==> src/rtl/d2e_pkg.sv <==
`default_nettype none
// ----------------------------------------------------------------------------
// d2e_pkg
// Types, constants and table functions for the date to epoch seconds converter.
// ----------------------------------------------------------------------------
package d2e_pkg;

	localparam int YEAR_W  = 14;
	localparam int MONTH_W = 4;
	localparam int MDAY_W  = 5;
	localparam int HOUR_W  = 5;
	localparam int MIN_W   = 6;
	localparam int SEC_W   = 6;
	localparam int EPOCH_W = 40;
	localparam int YDAY_W  = 9;

	localparam int DAYS_W  = 24; // signed day count, covers years 0 .. 16383
	localparam int TOD_W   = 17; // seconds within the day from raw time fields

	localparam int FIRST_YEAR   = 1900;
	localparam int EPOCH_OFFSET = 70;
	localparam int DAYS_PER_YEAR = 365;
	localparam int SECS_PER_DAY  = 86400;
	localparam int SECS_PER_HOUR = 3600;
	localparam int SECS_PER_MIN  = 60;
	localparam logic [MONTH_W-1:0] LAST_MONTH = 4'd11;
	localparam logic [MONTH_W-1:0] FEBRUARY   = 4'd1;

	// floor(y / 25) for y < 4096 as a multiply by a scaled reciprocal
	localparam int RECIP_SHIFT = 17;
	localparam logic [12:0] RECIP25 = 13'd5243;

	typedef struct packed {
		logic [YEAR_W-1:0]  year;
		logic [MONTH_W-1:0] month;
		logic [MDAY_W-1:0]  day_of_month;
		logic [HOUR_W-1:0]  hour;
		logic [MIN_W-1:0]   minute;
		logic [SEC_W-1:0]   second;
	} date_t;

	typedef struct packed {
		logic signed [EPOCH_W-1:0] epoch_seconds;
		logic [YDAY_W-1:0]         day_of_year;
		logic                      invalid;
	} result_t;

	function automatic logic [7:0] div25(input logic [11:0] y);
		logic [24:0] p;
		p = 25'(y) * 25'(RECIP25);
		return p[24:RECIP_SHIFT];
	endfunction

	function automatic logic [YDAY_W-1:0] cum_days(input logic leap,
		input logic [MONTH_W-1:0] mon);
		logic [YDAY_W-1:0] d;
		case (mon)
			4'd0:    d = 9'd0;
			4'd1:    d = 9'd31;
			4'd2:    d = 9'd59;
			4'd3:    d = 9'd90;
			4'd4:    d = 9'd120;
			4'd5:    d = 9'd151;
			4'd6:    d = 9'd181;
			4'd7:    d = 9'd212;
			4'd8:    d = 9'd243;
			4'd9:    d = 9'd273;
			4'd10:   d = 9'd304;
			4'd11:   d = 9'd334;
			default: d = 9'd0;
		endcase
		// leap day shifts every month after february
		if (leap && mon > FEBRUARY && mon <= LAST_MONTH)
			d = d + 9'd1;
		return d;
	endfunction

	function automatic logic [MDAY_W-1:0] month_len(input logic leap,
		input logic [MONTH_W-1:0] mon);
		logic [MDAY_W-1:0] n;
		case (mon)
			4'd0, 4'd2, 4'd4, 4'd6, 4'd7, 4'd9, 4'd11: n = 5'd31;
			4'd3, 4'd5, 4'd8, 4'd10:                   n = 5'd30;
			4'd1:    n = leap ? 5'd29 : 5'd28;
			default: n = 5'd0;
		endcase
		return n;
	endfunction

endpackage
`default_nettype wire

==> src/rtl/date_to_epoch_seconds.sv <==
`default_nettype none
// ----------------------------------------------------------------------------
// date_to_epoch_seconds
// Converts a broken-down UTC date and time into signed POSIX seconds since
// 1970-01-01 with day of year and an invalid-date flag.
// ----------------------------------------------------------------------------
// done and the result are registered after the input, quotient and day count stages
// throughput: one transaction per cycle; busy is never raised
// the rate is set by the four-register pipeline: input, quotients, day count,
// and the day count times 86400 multiply feeding the result register
// reset clears the valid bits of every stage; results cannot be stalled
module date_to_epoch_seconds
	import d2e_pkg::*;
(
	input  wire logic    clk,
	input  wire logic    arst_n,
	input  wire logic    start,
	output logic         busy,
	input  wire date_t   date,
	output logic         done,
	output result_t      result
);

	// stage 1: input register
	logic  valid_s1;
	date_t date_s1;

	// stage 2: year quotients and base day count
	logic                     valid_s2;
	date_t                    date_s2;
	logic                     year_ok_s2;
	logic signed [DAYS_W-1:0] base_s2;
	logic signed [15:0]       q4_s2;
	logic [7:0]               q100_s2;
	logic [7:0]               q400_s2;
	logic [7:0]               yq100_s2;
	logic [7:0]               yq400_s2;

	// stage 3: day count since the epoch
	logic                     valid_s3;
	logic                     invalid_s3;
	logic [YDAY_W-1:0]        yday_s3;
	logic signed [DAYS_W-1:0] days_s3;
	logic [HOUR_W-1:0]        hour_s3;
	logic [MIN_W-1:0]         minute_s3;
	logic [SEC_W-1:0]         second_s3;

	logic    done_q;
	result_t result_q;

	// ---------------- stage 1 -> 2 logic ----------------
	logic signed [15:0]       ty_c;
	logic signed [15:0]       a_c;
	logic signed [15:0]       b_c;
	logic signed [15:0]       c_c;
	logic signed [15:0]       q4_c;
	logic [7:0]               q100_c;
	logic signed [DAYS_W-1:0] base_c;

	always_comb begin
		ty_c = $signed({2'b00, date_s1.year}) - 16'(FIRST_YEAR);
		a_c  = ty_c - 16'sd69;
		b_c  = ty_c - 16'sd1;
		c_c  = ty_c + 16'sd299;
		// truncate toward zero for a negative dividend
		q4_c = (a_c >>> 2) + 16'((a_c[15] && (a_c[1:0] != 2'b00)) ? 1 : 0);
		q100_c = b_c[15] ? 8'd0 : div25(b_c[13:2]);
		base_c = DAYS_W'(ty_c - 16'(EPOCH_OFFSET)) * DAYS_W'(DAYS_PER_YEAR);
	end

	// ---------------- stage 2 -> 3 logic ----------------
	logic                     div4_c;
	logic                     div100_c;
	logic                     div400_c;
	logic                     leap_c;
	logic                     invalid_c;
	logic [YDAY_W-1:0]        yday_c;
	logic signed [DAYS_W-1:0] days_c;
	logic [12:0]              chk100_c;
	logic [12:0]              chk400_c;

	always_comb begin
		chk100_c = 13'(yq100_s2) * 13'd25;
		chk400_c = 13'(yq400_s2) * 13'd25;
		div4_c   = (date_s2.year[1:0] == 2'b00);
		div100_c = div4_c && (chk100_c == 13'(date_s2.year[13:2]));
		div400_c = (date_s2.year[3:0] == 4'b0000) &&
			(chk400_c == 13'(date_s2.year[13:4]));
		leap_c   = (div4_c && !div100_c) || div400_c;
		invalid_c = !year_ok_s2 || (date_s2.month > LAST_MONTH) ||
			(date_s2.day_of_month == '0) ||
			(date_s2.day_of_month > month_len(leap_c, date_s2.month));
		yday_c = cum_days(leap_c, date_s2.month) + YDAY_W'(date_s2.day_of_month)
			- YDAY_W'(1);
		days_c = base_s2 + DAYS_W'(q4_s2) - DAYS_W'(q100_s2) + DAYS_W'(q400_s2)
			+ DAYS_W'(yday_c);
	end

	// ---------------- stage 3 -> result logic ----------------
	logic signed [EPOCH_W-1:0] day_secs_c;
	logic [TOD_W-1:0]          tod_c;
	logic [EPOCH_W-1:0]        secs_c;

	always_comb begin
		day_secs_c = EPOCH_W'(days_s3) * EPOCH_W'(SECS_PER_DAY);
		tod_c = TOD_W'(TOD_W'(hour_s3) * TOD_W'(SECS_PER_HOUR))
			+ TOD_W'(TOD_W'(minute_s3) * TOD_W'(SECS_PER_MIN))
			+ TOD_W'(second_s3);
		secs_c = day_secs_c + EPOCH_W'(tod_c);
	end

	// ---------------- registers ----------------
	always_ff @(posedge clk or negedge arst_n) begin
		if (!arst_n) begin
			valid_s1 <= 1'b0;
			valid_s2 <= 1'b0;
			valid_s3 <= 1'b0;
			done_q   <= 1'b0;
		end else begin
			valid_s1 <= start && !busy;
			valid_s2 <= valid_s1;
			valid_s3 <= valid_s2;
			done_q   <= valid_s3;
		end
	end

	always_ff @(posedge clk) begin
		date_s1 <= date;

		date_s2    <= date_s1;
		year_ok_s2 <= (date_s1.year >= YEAR_W'(FIRST_YEAR));
		base_s2    <= base_c;
		q4_s2      <= q4_c;
		q100_s2    <= q100_c;
		q400_s2    <= div25({2'b00, c_c[13:4]});
		yq100_s2   <= div25(date_s1.year[13:2]);
		yq400_s2   <= div25({2'b00, date_s1.year[13:4]});

		invalid_s3 <= invalid_c;
		yday_s3    <= yday_c;
		days_s3    <= days_c;
		hour_s3    <= date_s2.hour;
		minute_s3  <= date_s2.minute;
		second_s3  <= date_s2.second;

		result_q.invalid       <= invalid_s3;
		result_q.epoch_seconds <= invalid_s3 ? '0 : $signed(secs_c);
		result_q.day_of_year   <= invalid_s3 ? '0 : yday_s3;
	end

	assign busy   = 1'b0;
	assign done   = done_q;
	assign result = result_q;

	// ---------------- assertions ----------------
	a_done_follows_start: assert property (@(posedge clk) disable iff (!arst_n)
		done |-> $past(start, 4))
		else $error("result without a matching transaction");

	a_invalid_zero: assert property (@(posedge clk) disable iff (!arst_n)
		done && result.invalid |-> (result.epoch_seconds == '0) &&
			(result.day_of_year == '0))
		else $error("invalid result carries nonzero fields");

	a_yday_range: assert property (@(posedge clk) disable iff (!arst_n)
		done && !result.invalid |-> result.day_of_year <= YDAY_W'(365))
		else $error("day of year out of range");

endmodule
`default_nettype wire
==> config.mk <==
export PLATFORM = sky130hd
export DESIGN_NAME = date_to_epoch_seconds
export DESIGN_NICKNAME = d
export VERILOG_FILES = /design/src/rtl/d2e_pkg.sv /design/src/rtl/date_to_epoch_seconds.sv
export SDC_FILE = /design/constraint.sdc
export NUM_CORES = 1
export LEC_CHECK = 0
export ABC_AREA = 1
export ABC_CLOCK_PERIOD_IN_PS = 9950
export BUFFER_PORTS_ARGS = -buffer_cell sky130_fd_sc_hd__buf_4
export CAP_MARGIN = 10
export CELL_PAD_IN_SITES_DETAIL_PLACEMENT = 1
export CELL_PAD_IN_SITES_GLOBAL_PLACEMENT = 1
export CORE_MARGIN = 1
export CORE_UTILIZATION = 50
export DETAILED_ROUTE_END_ITERATION = 8
export PLACE_DENSITY_LB_ADDON = 0.1
export SKIP_LAST_GASP = 1
export SYNTH_ARGS = -nofsm -noshare
export SYNTH_HDL_FRONTEND = slang
export SYNTH_SLANG_ARGS = --single-unit
==> constraint.sdc <==
create_clock -name clk -period 9.95 [get_ports clk]
set_clock_uncertainty 0.15 [all_clocks]
set_input_delay 0.995 -clock clk [delete_from_list [all_inputs] [get_ports clk]]
set_output_delay 0.995 -clock clk [all_outputs]
set_load 0.01 [all_outputs]
==> metrics.cfg <==
[run_status]
status=finished, final reports clean

[critical_path]
crit_path_top_delay_cell=fa_1
cp-start-kind=flop
path_max_fanout=6
critical_path.max_stage_delay_ps=540
cp.required_ps=10300
worst_setup_path_end_kind=flop
criticalPathCategory=flop to flop
arrival_ps=8550

[clocking]
h-tree-depth=1
clk_latency_ps=610
clockRootBuffer=clkbuf_16
cts.clk_slew.worst_paths_ps=60
clockBufferDepth=3
cts_tree=done
cts_resized=0
cts_made_buffers=28
cts.sinks=261
post_cts_buffers=0
ctsHoldBuffers=0

[timing]
setup_tns_ps=0
max_freq_mhz=121.8
fin_crit_ps=8208
worst_slew_pin_slew_ps=970.9
maxSlewHeadroom_pct=35.05
finalHoldViolCount=0
setup_viol=0
fin_crit_sh_pct=82.49
rsz0062_at_grt=no
slew_viol_final=0

[place]
place.port_buffers=93
dp_hpwl_mm=74.31
place.gp.congestion=0.8867

[routing]
wl_per_cell_um=17.95
viasPerCell=5.228
vias=24455
routed_wl_mm=83.97
drt_iter0_drc=800
ant_nets=0
drc=0
first_pass_iters=4

[yosys]
synth_area_leaders=ha_1 (26%), fa_1 (19%), dfxtp_1 (17%), inv_1 (10%), nand2_1 (6.1%)
syn_area_mm2=0.03115
syn_area_per_cell_um2=8.416
ys_ff_latch=261
synth_nets=4691
yosysTopAreaCell=ha_1
yosys.area.top_type_share_pct=25.87
synthArstFlopShare_pct=1.533
yosysSeqAreaShare_pct=16.84
synth_edf_count=0
synth_flop_cell=dfxtp_1
ys_types=58
ys_top_cells_by_count=inv_1 (864), ha_1 (644), nand2_1 (504), fa_1 (303), dfxtp_1 (257)
syn_inst=3701
yosysMostFrequentCell=inv_1
yosysWarnings=0

[global_routing]
grt_max_degree=29
grt_pass1_vias=27390
overflow=0
grt_first_pass_wirelength_mm=139.2
grt_usage_pct=27.32
antenna_found_initial=0

[flow_run]
max_cap_viol_count=0

[worst_hold_path]
hold_class=input port to asynchronous set/reset pin

[layout]
seq_area_mm2=0.005245
final_layout_size_suffix_gt1_share_pct=5.443
multi_input_area_mm2=0.02259
areaGrowthSynthToFinish_pct=8.657
n_fill_cell=7446
final_net_count=4809

[die]
die_h_um=251.6
num_rows=91
dieWidth_um=251.6
core_area_mm2=0.06160
ios=95
die_area_mm2=0.06330
initial_core_util_pct=50.56

[per-layer routing]
layer | part of all wire, % | routed length, µm | up-vias | global-route usage (%)
met5 | 0 | 0 | - | 0
met4 | 2.3 | 1928 | 0 | 6.882
met3 | 2.4 | 1999 | 119 | 2.352
met2 | 54 | 45050 | 252 | 53.16
met1 | 42 | 35000 | 12110 | 31.75
li1 | - | - | 11974 | -
[cells by family (layout without fill, tap and decap cells)]
logic type	count (synthesis)	count (layout)	share of synthesized area, %
and+or+nand+nor	990	990	13.88
adders and majority gates	947	947	45.35
buffers and inverters	881	1020	10.65
AOI/OAI and AO/OA	443	443	7.902
DFF	261	261	16.84
xor gates and xnor gates	177	177	5.347
other	1	2	0.01204
muxes	1	1	0.03214
[metrics by stage]
| stage | instances | hold WS [ps] | worst slack (ps) | utilization [%] | instance area, µm² |
|---|---|---|---|---|---|
| final | 4678 | 57.87 | 1742 | 54.94 | 33840 |
| after global routing | 4677 | 39.96 | 1042 | 54.94 | 33840 |
| after CTS | 4677 | 30.31 | 1787 | 54.94 | 33840 |
| after detailed placement | 4626 | 163.2 | 1909 | 53.38 | 32880 |
| after global placement | 4626 | 159.8 | 2198 | 53.38 | 32880 |
| after floorplan | 3701 | 159.6 | 2851 | - | 31150 |
[layout by cell type, fill, tap and decap left out, types with 5 or more instances in the layout]
cell / Yosys / final
o31ai_1: 8 / 8
clkbuf_8: 0 / 7
nor4_1: 7 / 7
clkbuf_16: 0 / 28
xor2_1: 122 / 122
nand2_1: 504 / 504
ha_1: 644 / 644
nand3_2: 5 / 5
a21o_1: 12 / 12
nand3b_1: 11 / 11
nor2_2: 6 / 6
nand3_1: 130 / 130
o21ai_0: 124 / 124
nand4_1: 58 / 58
nor3_1: 32 / 32
nand2_2: 8 / 8
or2_2: 10 / 10
fa_1: 303 / 303
o21a_1: 11 / 11
nor2_1: 197 / 197
and2_1: 9 / 9
dfxtp_1: 257 / 257
a21oi_1: 232 / 232
xnor2_1: 45 / 45
buf_4: 2 / 98
inv_1: 864 / 864
a31oi_1: 8 / 8
nor2_4: 7 / 7
o21bai_1: 13 / 13
o211ai_1: 9 / 9
[final cells by class]
| type | instances | area share [%] |
|---|---|---|
| Antenna cell | 1 | 0.007394 |
| Clock buffer | 36 | 2.366 |
| Inverter | 871 | 9.661 |
| Sequential cell | 261 | 15.50 |
| Timing Repair Buffer | 98 | 2.174 |
| Clock inverter | 15 | 0.4621 |
| Multi-Input combinational cell | 2559 | 66.74 |
| Tap cell | 837 | 3.094 |
[path summary, 6_finish.rpt]
path / from / endpoint / slack [ps] / cells after the start
max: yq400_s2[4]$_DFF_P_ / days_s3[18]$_DFF_P_ / 1740 / 38
min: arst_n / valid_s2$_DFF_PN0_ / 60 / 1
max reg2reg: yq400_s2[4]$_DFF_P_ / days_s3[18]$_DFF_P_ / 1740 / 38
min reg2reg: date_s2[3]$_DFF_P_ / second_s3[3]$_DFF_P_ / 170 / 0
max in group asynchronous: arst_n / valid_s1$_DFF_PN0_ / 9490 / 1
min in group clk: date_s2[3]$_DFF_P_ / second_s3[3]$_DFF_P_ / 170 / 0
[worst max-delay path: cells and delay by family, from the launching register on]
family                     cells  cell delay (ps)
AOI/OAI and AO/OA              8             1750
adders and majority gates      9             3070
DFF                            1              430
and+or+nand+nor               10             1510
buffers and inverters          8              710
xor gates and xnor gates       3              490
[flip-flops by register name (all words and copies together), names as in the netlist, named ones only]
name,cells
result,50
q400_s2,6
yq400_s2,6
done,1
second_s3,6
days_s3,24
date_s2,39
year_ok_s2,1
valid_s2,1
hour_s3,5
base_s2,24
minute_s3,6
q4_s2,15
yq100_s2,8
q100_s2,8
invalid_s3,1
yday_s3,9
valid_s3,1
valid_s1,1
date_s1,40
Power is left out: the tool's default activity adds up to more than one toggle a clock period on the data nets, which glitch-free logic cannot reach.
